### config.mk
export PLATFORM = sky130hd
export DESIGN_NAME = http_response_head_parser
export DESIGN_NICKNAME = d
export VERILOG_FILES = /design/src/design/hrhp_pkg.sv /design/src/design/hrhp_core.sv /design/src/design/http_response_head_parser.sv
export SDC_FILE = /design/constraint.sdc
export NUM_CORES = 1
export LEC_CHECK = 0
export ABC_AREA = 1
export BUFFER_PORTS_ARGS = -buffer_cell sky130_fd_sc_hd__buf_2
export CAP_MARGIN = 10
export CORE_ASPECT_RATIO = 1.1
export CORE_UTILIZATION = 50
export CTS_CLUSTER_SIZE = 24
export DETAILED_ROUTE_END_ITERATION = 16
export PLACE_DENSITY = 0.66
export SYNTH_ARGS = -nofsm -noshare
export SYNTH_HDL_FRONTEND = slang
export SYNTH_SLANG_ARGS = --single-unit
### constraint.sdc
create_clock -name clock -period 3.04 [get_ports clock]
set_input_delay 0 -clock clock [delete_from_list [all_inputs] [get_ports clock]]
set_output_delay 0 -clock clock [all_outputs]
set_load 0.02 [all_outputs]
### src/design/hrhp_pkg.sv
// ----------------------------------------------------------------------------
// hrhp_pkg: shared types and constants of the response head parser
// Phase encoding, byte region codes, character constants and the result
// record passed from the parsing core to the output register.
// ----------------------------------------------------------------------------
`default_nettype none

package hrhp_pkg;

   // default width of the header and body length counters
   localparam int LENGTH_BITS_DEFAULT = 16;

   // characters of interest
   localparam logic [7:0] CH_CR   = 8'h0D;
   localparam logic [7:0] CH_LF   = 8'h0A;
   localparam logic [7:0] CH_SP   = 8'h20;
   localparam logic [7:0] CH_ZERO = 8'h30;
   localparam logic [7:0] CH_NINE = 8'h39;
   localparam logic [7:0] CH_NUL  = 8'h00;

   // saturation value of the status code and of reported lengths
   localparam logic [15:0] FIELD_MAX = 16'hFFFF;

   // parser phase
   typedef enum logic [2:0] {
      PH_VERSION   = 3'd0,
      PH_CODE      = 3'd1,
      PH_LINE      = 3'd2,
      PH_HEAD      = 3'd3,
      PH_BODY      = 3'd4,
      PH_HALT_LINE = 3'd5,
      PH_HALT_HEAD = 3'd6
   } phase_type;

   // byte class
   typedef enum logic [1:0] {
      REGION_STATUS = 2'd0,
      REGION_HEADER = 2'd1,
      REGION_BODY   = 2'd2
   } region_type;

   // one result per byte
   typedef struct packed {
      region_type  region;
      logic        end_of_response;
      logic        boundary_found;
      logic [15:0] status_value;
      logic [15:0] header_length;
      logic [15:0] body_length;
   } result_type;

endpackage : hrhp_pkg

`default_nettype wire

### src/design/hrhp_core.sv
// ----------------------------------------------------------------------------
// hrhp_core: per-byte parsing step
// Holds the parser state and computes the next state and the result for the
// byte in the input register in one pass of short logic.
// ----------------------------------------------------------------------------
`default_nettype none

module hrhp_core #(
   parameter int LENGTH_BITS = hrhp_pkg::LENGTH_BITS_DEFAULT
) (
   input  wire                      clock,
   input  wire                      reset,
   input  wire                      step_en,
   input  wire  [7:0]               data_byte,
   input  wire                      final_byte,
   output hrhp_pkg::result_type     result
);
   import hrhp_pkg::*;

   // state registers
   phase_type              phase_ff,  phase_in, phase_nx;
   logic [15:0]            status_ff, status_in, status_nx;
   logic [LENGTH_BITS-1:0] hcnt_ff,   hcnt_in,   hcnt_nx;
   logic [LENGTH_BITS-1:0] bcnt_ff,   bcnt_in,   bcnt_nx;
   logic [7:0]             recent_ff [3];
   logic [7:0]             recent_in [3];
   logic [7:0]             recent_nx [3];
   logic [1:0]             fill_ff,   fill_in,   fill_nx;

   logic                   is_digit;
   logic                   is_nul;
   logic                   blank_match;
   logic [19:0]            acc_wide;
   logic [19:0]            acc_prod;
   logic                   found;
   logic [15:0]            hlen16;
   logic [15:0]            blen16;

   // character classes and blank line match
   assign is_digit    = (data_byte >= CH_ZERO) && (data_byte <= CH_NINE);
   assign is_nul      = (data_byte == CH_NUL);
   assign blank_match = (data_byte == CH_LF) &&
                        (((fill_ff != 2'd0) && (recent_ff[0] == CH_LF)) ||
                         ((fill_ff == 2'd3) && (recent_ff[0] == CH_CR) &&
                          (recent_ff[1] == CH_LF) && (recent_ff[2] == CH_CR)));

   // next phase
   always_comb begin
      phase_nx = phase_ff;
      unique case (phase_ff)
         PH_VERSION: begin
            if (data_byte == CH_SP) phase_nx = PH_CODE;
            else if (is_nul)        phase_nx = PH_HALT_LINE;
         end
         PH_CODE: begin
            if (is_digit)                 phase_nx = PH_CODE;
            else if (data_byte == CH_LF)  phase_nx = PH_HEAD;
            else if (is_nul)              phase_nx = PH_HALT_LINE;
            else                          phase_nx = PH_LINE;
         end
         PH_LINE: begin
            if (data_byte == CH_LF) phase_nx = PH_HEAD;
            else if (is_nul)        phase_nx = PH_HALT_LINE;
         end
         PH_HEAD: begin
            if (is_nul)           phase_nx = PH_HALT_HEAD;
            else if (blank_match) phase_nx = PH_BODY;
         end
         default: phase_nx = phase_ff;
      endcase
   end

   // status code accumulation, times ten by shift and add
   assign acc_wide = {4'd0, status_ff};
   assign acc_prod = (acc_wide << 3) + (acc_wide << 1) + {16'd0, data_byte[3:0]};

   // datapath updates
   always_comb begin
      status_nx    = status_ff;
      hcnt_nx      = hcnt_ff;
      bcnt_nx      = bcnt_ff;
      recent_nx[0] = recent_ff[0];
      recent_nx[1] = recent_ff[1];
      recent_nx[2] = recent_ff[2];
      fill_nx      = fill_ff;
      if ((phase_ff == PH_CODE) && is_digit) begin
         status_nx = (|acc_prod[19:16]) ? FIELD_MAX : acc_prod[15:0];
      end
      if (((phase_ff == PH_CODE) || (phase_ff == PH_LINE)) && (data_byte == CH_LF)) begin
         fill_nx = 2'd0;
      end
      if ((phase_ff == PH_HEAD) && !is_nul) begin
         if (!(&hcnt_ff)) hcnt_nx = hcnt_ff + 1'b1;
         if (!blank_match) begin
            recent_nx[2] = recent_ff[1];
            recent_nx[1] = recent_ff[0];
            recent_nx[0] = data_byte;
            if (fill_ff != 2'd3) fill_nx = fill_ff + 2'd1;
         end
      end
      if ((phase_ff == PH_BODY) && !(&bcnt_ff)) begin
         bcnt_nx = bcnt_ff + 1'b1;
      end
   end

   // reported lengths clamp to sixteen bits
   generate
      if (LENGTH_BITS > 16) begin : g_clamp
         assign hlen16 = (|hcnt_nx[LENGTH_BITS-1:16]) ? FIELD_MAX : hcnt_nx[15:0];
         assign blen16 = (|bcnt_nx[LENGTH_BITS-1:16]) ? FIELD_MAX : bcnt_nx[15:0];
      end else begin : g_extend
         assign hlen16 = 16'(hcnt_nx);
         assign blen16 = 16'(bcnt_nx);
      end
   endgenerate

   // result for the current byte
   always_comb begin
      found                  = final_byte && (phase_nx == PH_BODY);
      result.end_of_response = final_byte;
      result.boundary_found  = found;
      result.status_value    = final_byte ? status_nx : 16'd0;
      result.header_length   = found ? hlen16 : 16'd0;
      result.body_length     = found ? blen16 : 16'd0;
      unique case (phase_ff)
         PH_HEAD, PH_HALT_HEAD: result.region = REGION_HEADER;
         PH_BODY:               result.region = REGION_BODY;
         default:               result.region = REGION_STATUS;
      endcase
   end

   // state load, back to reset values after the final byte
   always_comb begin
      phase_in     = phase_ff;
      status_in    = status_ff;
      hcnt_in      = hcnt_ff;
      bcnt_in      = bcnt_ff;
      recent_in[0] = recent_ff[0];
      recent_in[1] = recent_ff[1];
      recent_in[2] = recent_ff[2];
      fill_in      = fill_ff;
      if (step_en) begin
         if (final_byte) begin
            phase_in  = PH_VERSION;
            status_in = 16'd0;
            hcnt_in   = '0;
            bcnt_in   = '0;
            fill_in   = 2'd0;
         end else begin
            phase_in     = phase_nx;
            status_in    = status_nx;
            hcnt_in      = hcnt_nx;
            bcnt_in      = bcnt_nx;
            recent_in[0] = recent_nx[0];
            recent_in[1] = recent_nx[1];
            recent_in[2] = recent_nx[2];
            fill_in      = fill_nx;
         end
      end
   end

   // control state
   always_ff @(posedge clock) begin
      if (reset) begin
         phase_ff  <= PH_VERSION;
         status_ff <= 16'd0;
         hcnt_ff   <= '0;
         bcnt_ff   <= '0;
         fill_ff   <= 2'd0;
      end else begin
         phase_ff  <= phase_in;
         status_ff <= status_in;
         hcnt_ff   <= hcnt_in;
         bcnt_ff   <= bcnt_in;
         fill_ff   <= fill_in;
      end
   end

   // byte window, guarded by the fill count
   always_ff @(posedge clock) begin
      recent_ff[0] <= recent_in[0];
      recent_ff[1] <= recent_in[1];
      recent_ff[2] <= recent_in[2];
   end

   // checks
   a_final_restarts: assert property (@(posedge clock) disable iff (reset)
      step_en && final_byte |=> (phase_ff == PH_VERSION) && (status_ff == 16'd0))
      else $error("parser did not restart after final byte");

   a_body_sticks: assert property (@(posedge clock) disable iff (reset)
      step_en && !final_byte && (phase_ff == PH_BODY) |=> (phase_ff == PH_BODY))
      else $error("body phase left before final byte");

   a_found_needs_end: assert property (@(posedge clock) disable iff (reset)
      result.boundary_found |-> result.end_of_response)
      else $error("boundary reported on a non-final byte");

   a_no_body_count_early: assert property (@(posedge clock) disable iff (reset)
      (phase_ff == PH_VERSION) |-> (bcnt_ff == '0) && (hcnt_ff == '0))
      else $error("length counters not clear at start of response");

endmodule : hrhp_core

`default_nettype wire

### src/design/http_response_head_parser.sv
// ----------------------------------------------------------------------------
// http_response_head_parser: status code and header boundary parser
// Tags every byte of an HTTP response and reports the head summary on the
// last byte.
// ----------------------------------------------------------------------------
// Usage:
//   req channel: one response byte per transfer in req_tdata, req_tlast set
//   on the last byte of the response.
//   rsp channel: one transfer per input byte. rsp_tuser carries the byte
//   region and the boundary flag; rsp_tlast marks the result of the last
//   byte, and only that result carries status code, header length and body
//   length in rsp_tdata (zero otherwise).
//   A result passes from the input register through the parsing step into
//   the result register, and is offered once it is registered there.
//   Throughput: one byte per cycle while rsp_tready does not hold the
//   result register.
//   A byte is taken whenever the input register is empty or its byte moves
//   into the result register in the same cycle.
//   Reset empties both registers and clears the parser state; the first byte after
//   reset starts a new response. After each last byte the parser returns to
//   its reset state by itself.
//   While rsp_tready is low the result holds, the input register fills and
//   req_tready drops; no byte or result is lost.
// ----------------------------------------------------------------------------
`default_nettype none

module http_response_head_parser #(
   parameter int LENGTH_BITS = hrhp_pkg::LENGTH_BITS_DEFAULT
) (
   input  wire         clock,
   input  wire         reset,
   // request side
   input  wire         req_tvalid,
   output logic        req_tready,
   input  wire  [7:0]  req_tdata,   // [7:0] data_byte
   input  wire         req_tlast,   // final_byte
   // response side
   output logic        rsp_tvalid,
   input  wire         rsp_tready,
   output logic [47:0] rsp_tdata,   // [15:0] status_value, [31:16] header_length,
                                    // [47:32] body_length
   output logic [2:0]  rsp_tuser,   // [1:0] region, [2] boundary_found
   output logic        rsp_tlast    // end_of_response
);
   import hrhp_pkg::*;

   logic       in_valid_ff, in_valid_in;
   logic [7:0] in_byte_ff,  in_byte_in;
   logic       in_last_ff,  in_last_in;
   logic       out_valid_ff, out_valid_in;
   result_type out_res_ff,   out_res_in;
   result_type step_res;
   logic       out_free;
   logic       step_en;

   // pipeline flow
   assign out_free   = !out_valid_ff || rsp_tready;
   assign step_en    = in_valid_ff && out_free;
   assign req_tready = !in_valid_ff || out_free;

   // input register
   always_comb begin
      in_valid_in = in_valid_ff;
      in_byte_in  = in_byte_ff;
      in_last_in  = in_last_ff;
      if (req_tready) begin
         in_valid_in = req_tvalid;
         in_byte_in  = req_tdata;
         in_last_in  = req_tlast;
      end
   end

   // parsing step
   hrhp_core #(
      .LENGTH_BITS (LENGTH_BITS)
   ) u_core (
      .clock      (clock),
      .reset      (reset),
      .step_en    (step_en),
      .data_byte  (in_byte_ff),
      .final_byte (in_last_ff),
      .result     (step_res)
   );

   // result register
   always_comb begin
      out_valid_in = out_valid_ff;
      out_res_in   = out_res_ff;
      if (out_free) begin
         out_valid_in = in_valid_ff;
      end
      if (step_en) begin
         out_res_in = step_res;
      end
   end

   always_ff @(posedge clock) begin
      if (reset) begin
         in_valid_ff  <= 1'b0;
         out_valid_ff <= 1'b0;
      end else begin
         in_valid_ff  <= in_valid_in;
         out_valid_ff <= out_valid_in;
      end
   end

   always_ff @(posedge clock) begin
      in_byte_ff <= in_byte_in;
      in_last_ff <= in_last_in;
      out_res_ff <= out_res_in;
   end

   // response fields
   assign rsp_tvalid = out_valid_ff;
   assign rsp_tdata  = {out_res_ff.body_length, out_res_ff.header_length,
                        out_res_ff.status_value};
   assign rsp_tuser  = {out_res_ff.boundary_found, out_res_ff.region};
   assign rsp_tlast  = out_res_ff.end_of_response;

endmodule : http_response_head_parser

`default_nettype wire
## After elaboration in Yosys (flattened, before gate mapping)

Memories as Yosys holds them, arrays and structs flattened.
Cells that the tools add are included.

| storage, ports and cells | value |
|---|---|
| register bits | 116 |
| output and inout port bits | 54 |
| logic and storage cells | 92 |
| bits of input ports | 13 |
| memories | 1 |
| RAM bits | 24 |

| cells by class | value |
|---|---|
| muxes and demuxes | 28 |
| reductions and logical operators | 27 |
| order comparisons | 2 |
| equal/unequal tests | 14 |
| $add $sub $neg | 5 |

Memory list:

| memory | words | bits a word | read ports | clocked after memory_dff | write ports | RTL line | source |
|---|---|---|---|---|---|---|---|
| u_core.recent_ff | 3 | 8 | 3 | 0 | 3 | hrhp_core.sv:25 | `logic [7:0] recent_ff [3];` |

Operators by type and width:

| cell | count |
|---|---|
| 2-to-1 mux 16 bit | 8 |
| 2-to-1 mux 24 bit | 4 |
| == test 8 x 4 -> 1 bit (second input constant) | 5 |
| adder 16 x 1 -> 16 bit (second input constant) | 2 |
| AND reduction 16 bit | 2 |
| 2-to-1 mux 3 bit | 9 |
| adder 19 x 17 -> 20 bit | 1 |
| adder 20 x 4 -> 20 bit | 1 |
| logical AND 1 bit | 12 |
| case mux 3 bit (4 select lines) | 1 |
| 2-to-1 mux 2 bit | 5 |
| == test 3 bit (second input constant) | 3 |
| == test 8 x 6 -> 1 bit (second input constant) | 1 |
| >= comparator 8 x 6 -> 1 bit (second input constant) | 1 |
| less-or-equal comparator 8 x 6 -> 1 bit (second input constant) | 1 |
| zero test 8 bit | 1 |
| == test 3 x 2 -> 1 bit (second input constant) | 2 |
| zero test 1 bit | 4 |
| logical OR 1 bit | 4 |
| case mux 2 bit (2 select lines) | 1 |
| OR reduction 4 bit | 1 |
| == test 3 x 1 -> 1 bit (second input constant) | 1 |
| zero test 3 bit | 1 |
| adder 2 x 1 -> 2 bit (second input constant) | 1 |
| other kinds (4) | 4 |

## Logic depth before layout (Yosys ltp)

An unclocked memory read counts as a cell.

| logic depth | value |
|---|---|
| depth in word-level cells | 12 |
| gate-level depth with buffers | 18 |
| depth with buffers taken out | 17 |

## Cells and area by module

Synthesis repeated with hierarchy kept, for this count alone.

| unflattened totals | value |
|---|---|
| cell total of the unflattened synthesis | 991 |
| area, all modules | 7926.4 µm² |

By module, submodules not included:

| module | times used | area an instance (µm²) | cells each | sequential area each (µm²) |
|---|---|---|---|---|
| hrhp_core | 1 | 6010.8 | 920 | 1781.7 |
| http_response_head_parser | 1 | 1915.6 | 71 | 1871.8 |

## Worst setup path after synthesis

No wires, ideal clock.

| timing | value |
|---|---|
| path type | reg-to-reg |
| start | register out_valid_ff (netlist: rsp_tvalid) |
| end | register out_res_ff, in the netlist rsp_tdata[0] (enable) |
| arrival | 2368 ps |
| slack | 235 ps |
| required time | 2603 ps |
| setup time | 437 ps |
| path buffers | 1 |
| stages on the path, launching flop included | 5 |
| cells stage by stage | dfxtp_1 > nand2_1 > nand2_1 > inv_1 > clkbuf_1 |

| on the way | value |
|---|---|
| word-level cells in the longest chain between the ends | 3 |

Ends and longest elaborated chain:

| element | RTL line | source |
|---|---|---|
| from (decl) | http_response_head_parser.sv:50 | `logic out_valid_ff, out_valid_in;` |
| from (signal assigned) | http_response_head_parser.sv:103 | `out_valid_ff <= out_valid_in;` |
| zero test 1 bit | http_response_head_parser.sv:57 | `assign out_free = !out_valid_ff \|\| rsp_tready;` |
| logical OR 1 bit | http_response_head_parser.sv:57 |  |
| logical AND 1 bit | http_response_head_parser.sv:58 | `assign step_en = in_valid_ff && out_free;` |
| net step_en | http_response_head_parser.sv:54 | `logic step_en;` |
| to (signal assigned) | http_response_head_parser.sv:110 | `out_res_ff <= out_res_in;` |
| to (decl) | http_response_head_parser.sv:51 | `result_type out_res_ff, out_res_in;` |

The timed path passes the listed nets, and every way through them passes these cells.
A chain may end at the register's enable or synchronous reset.

## Worst setup path in the final report

| timing | value |
|---|---|
| start | register u_core.status_ff[2] |
| end | register out_res_ff, in the netlist rsp_tdata[4], data pin |

| on the way | value |
|---|---|
| word-level cells in the longest chain between the ends | 5 |

Ends and longest elaborated chain:

| element | RTL line | source |
|---|---|---|
| from (decl) | hrhp_core.sv:22 | `logic [15:0] status_ff, status_in, status_nx;` |
| from (signal assigned) | hrhp_core.sv:172 | `status_ff <= status_in;` |
| adder 19 x 17 -> 20 bit * | hrhp_core.sv:75 | `assign acc_prod = (acc_wide << 3) + (acc_wide << 1) + {16'd0, data_byte[3:0]};` |
| adder 20 x 4 -> 20 bit * | hrhp_core.sv:75 |  |
| OR reduction 4 bit | hrhp_core.sv:87 | `status_nx = (\|acc_prod[19:16]) ? FIELD_MAX : acc_prod[15:0];` |
| 2-to-1 mux 16 bit * | hrhp_core.sv:87 |  |
| 2-to-1 mux 16 bit * | hrhp_core.sv:86 | `if ((phase_ff == PH_CODE) && is_digit) begin` |

Every way passes the cells marked *; elsewhere a longest branch is shown, timed or not.

==> results.tsv <==
stage	metric	value	unit
clock_network	root_buffer	clkbuf_16	
worst_setup_path	r2r-start	u_core.status_ff[2]	
synth	synth-simple-area-share	30.5	%
clock_network	cts_htree_levels	4	
worst_setup_path	r2r_cells	16	
power_and_ir_drop	p_seq_share	45.9	%
worst_setup_path	timing.critical_path.slowest_stage_cell	fa_1	
power_and_ir_drop	ir_worst_vdd	0.332	mV
timing	hold_viol	0	
timing	tightest_slew	0.812	ns
clock_network	clockBufferDepth	2	
worst_setup_path	r2r-end	rsp_tdata[4]	
placed_design	io_buffers	66	
power_and_ir_drop	sw_frac_of_total	21.0	%
synth	synthCells	986	
placed_design	hpwlAfterDp	12700	µm
placed_design	place_ws	0.112	ns
synth	avgSynthCellArea	8.13	µm²
finish	layout-drive-gt1-share	18.1	%
timing	fmax	351	MHz
clock_network	cts_tree	yes	
worst_setup_path	crit_chain	fa_1 > inv_1 > fa_1 > inv_1 > nand2_1 > nand2_2 > nand3_1 > nand2_2 > nand2_1 > nand3_1 > nand2_2 > nor2_4 > buf_12 > nand3_1 > nand2_1 > nor2_1	
finish	nNetsFinal	1117	
timing	setup_viol	0	
power_and_ir_drop	powerDensity	479	nW/µm²
grt	grt_pass1_vias	6402	
power_and_ir_drop	p_clk_share	50.5	%
detailed_routing	drt-total-wl	18400	µm
synth	yosysSeqAreaShare	45.6	%
placed_design	placed_cells	1237	
worst_setup_path	critPathKind	reg -> reg	
synth	synth_compound_area_share	7.32	%
synth	ys_types	45	
detailed_routing	drc	0	
timing	grt_setup_unrepaired	false	
clock_network	cts_buffers	17	
detailed_routing	num_vias	6668	
worst_setup_path	cp.required	3.21	ns
floorplan	coreArea	15700	µm²
synth	ys.flop_type	edfxtp_1	
finish	num_antenna_cells	0	
synth	synth_seq_cells	140	
synth	synth_top_family_by_area	simple AND/OR/NAND/NOR gates	
timing	holdWs	0.167	ns
clock_network	cts.sinks	140	
detailed_routing	antenna_left	0	
floorplan	initial_utilization	51.1	%
detailed_routing	vias_per_cell	5.21	
synth	syn-num-nets	1036	
worst_setup_path	critPathArrivalTime	3.02	ns
worst_setup_path	cp_top_family	adder cells	
finish	area_delta_synth_final	16.4	%
power_and_ir_drop	intPower	0.00353	W
power_and_ir_drop	p_switching	0.000937	W
synth	synthXorXnorAreaFrac	3.28	%
timing	fin_skew	0.00590	ns
clock_network	cts_setup_buffers	0	
worst_hold_path	whs_path_depth	2	
worst_setup_path	r2r_slack	0.19	ns
floorplan	row_count	48	
timing	relSlewSlack	45.9	%
grt	overflow	0	
detailed_routing	wl_per_cell	14.4	µm
power_and_ir_drop	leakagePower	3.75	nW
timing	fin_crit	2.85	ns
run_status	status	finished clean	
finish	stdcell_count	1280	
worst_hold_path	hold_start	reset	
worst_setup_path	critPathMaxStageDelay	0.57	ns
detailed_routing	drt_iter0_drc	348	
grt	grt_max_degree	46	
worst_hold_path	worstHoldEndpoint	u_core.bcnt_ff[3]	
timing	timing.setup.tns	0	ns
timing	slew_violations	0	
floorplan	io_pins	67	
worst_setup_path	worstSetupStartpointType	flip-flop	
floorplan	die_h	135	µm
power_and_ir_drop	pwr-share-comb	3.6	%
synth	syn_area	8020	µm²
synth	muxShareOfSynthArea	0	%
timing	min_period_over_period	93.7	%
placed_design	gp_congestion	0.924	
synth	synth_edf_count	85	
job	drv_cap	0	
floorplan	die_x	123	µm
clock_network	path_clk_slew	0.06	ns
synth	synth-async-reset-ratio	0	%
floorplan	dieArea	16500	µm²
detailed_routing	firstDrtPassIters	5	
synth	synthAdderAreaFrac	5.96	%
clock_network	clock_latency	0.42	ns
worst_setup_path	crit_path_max_fanout	11	
grt	grtUsageTotal	23.5	%
worst_setup_path	path_buf_inv	3	
worst_setup_path	worst_setup_path_end_kind	flip-flop	
synth	ys_warn_count	0	
grt	antenna_found_initial	0	
worst_hold_path	hold_path_class	in -> reg	
grt	grt_pass1_wl	30300	µm
timing	fin_ws	0.192	ns
finish	utilization	59.5	%
## flip-flops by register name, indices dropped and copies added (netlist names)
register	flops
rsp_tdata	48
u_core.recent_ff	24
u_core.bcnt_ff	16
u_core.hcnt_ff	16
u_core.status_ff	16
in_byte_ff	8
rsp_tuser	3
u_core.phase_ff	3
u_core.fill_ff	2
in_last_ff	1
in_valid_ff	1
rsp_tlast	1
rsp_tvalid	1
## kinds of logic (layout without fill, tap and decap cells)
logic type | after synthesis | in the layout
simple gates | 530 | 530
compound gates | 108 | 108
xor+xnor | 30 | 30
buf+inv | 141 | 235
fa+ha+maj | 37 | 37
flops | 140 | 140
## layout make-up
| class | count | area [µm²] |
|---|---|---|
| inverter | 110 | 413 |
| fill | 1407 | 6350 |
| timing repair buffer | 93 | 586 |
| clock inverter | 15 | 218 |
| sequential | 140 | 3650 |
| clock buffer | 17 | 425 |
| tap | 200 | 250 |
| multi-input combinational | 705 | 3780 |
## power groups by stage
| stage | Clock [W] | Combinational (W) | Sequential, W |
|---|---|---|---|
| after global routing | 0.00236 | 0.000174 | 0.00205 |
| after CTS | 0.00229 | 0.000162 | 0.00205 |
| after floorplan | 0 | 0.0000565 | 0.00212 |
| after global placement | 0 | 0.000151 | 0.00209 |
| after detailed placement | 0 | 0.000151 | 0.00209 |
| final | 0.00226 | 0.000161 | 0.00205 |
## timing repair
action,in CTS,in global routing
setup endpoints to repair,0,28
gates resized for setup,0,2
hold endpoints to repair,11,0
hold buffers,11,0
## cell usage after synthesis, types with 11 or more instances
library cell	n	area share (%)
o21ai_1	14	0.87
or2_2	17	1.3
inv_1	99	4.6
nor2_1	96	4.5
nand4_1	17	1.3
a21oi_1	61	3.8
nand2_1	236	11
nor2_2	30	2.3
clkbuf_1	17	0.80
nand3_1	78	4.9
xor2_1	22	2.4
or2_1	11	0.86
ha_1	35	5.5
nor3_1	13	0.81
edfxtp_1	85	32
dfxtp_1	55	14
o21ai_0	12	0.75
## how the worst max path moves through the flow
stage	slack, ns	cells past startpoint	to	from
2_1_floorplan	0.23	4	rsp_tdata[0]	rsp_tvalid
3_3_place_gp	0.20	16	rsp_tdata[4]	in_byte_ff[3]
3_5_place_dp	0.11	16	rsp_tdata[4]	in_byte_ff[3]
4_1_cts	0.1	16	rsp_tdata[4]	in_byte_ff[3]
5_1_grt	0.01	17	rsp_tdata[0]	in_byte_ff[2]
6_report	0.19	16	rsp_tdata[4]	u_core.status_ff[2]
## layer usage
layer	vias up	global-route usage, %	wire length [µm]
li1	3415	-	-
met1	3102	28.8	8260
met2	128	41.1	9230
met3	23	4.48	661
met4	0	7.79	267
met5	-	0	0
## per-stage QoR
step | power, W | area (µm²)
3_3_place_gp | 0.00224 | 8570
4_1_cts | 0.00450 | 9320
5_1_grt | 0.00458 | 9330
3_5_place_dp | 0.00224 | 8570
6_report | 0.00447 | 9330
2_1_floorplan | 0.00218 | 8020
## placed cells by master, fill, tap and decap left out, types with 4 or more instances in the layout
master,Yosys,layout
o21ai_0,12,12
nand4_1,17,17
ha_1,35,35
or2_1,11,11
o21ai_1,14,14
nor3_1,13,13
nor2_2,30,31
edfxtp_1,85,85
dfxtp_1,55,55
a21oi_1,61,61
nand3_1,78,78
nand3_2,9,9
clkbuf_16,0,17
nor4_1,4,4
nor2_1,96,95
inv_1,99,98
buf_2,7,66
dlygate4sd3_1,0,11
inv_2,9,10
nand2_1,236,234
buf_4,1,14
or2_2,17,17
bufinv_16,0,5
nand2_2,2,4
xnor2_1,8,8
o22ai_1,8,8
o211ai_1,4,4
nor2_4,4,4
xor2_1,22,22
(Power assumes the default switching activity.)
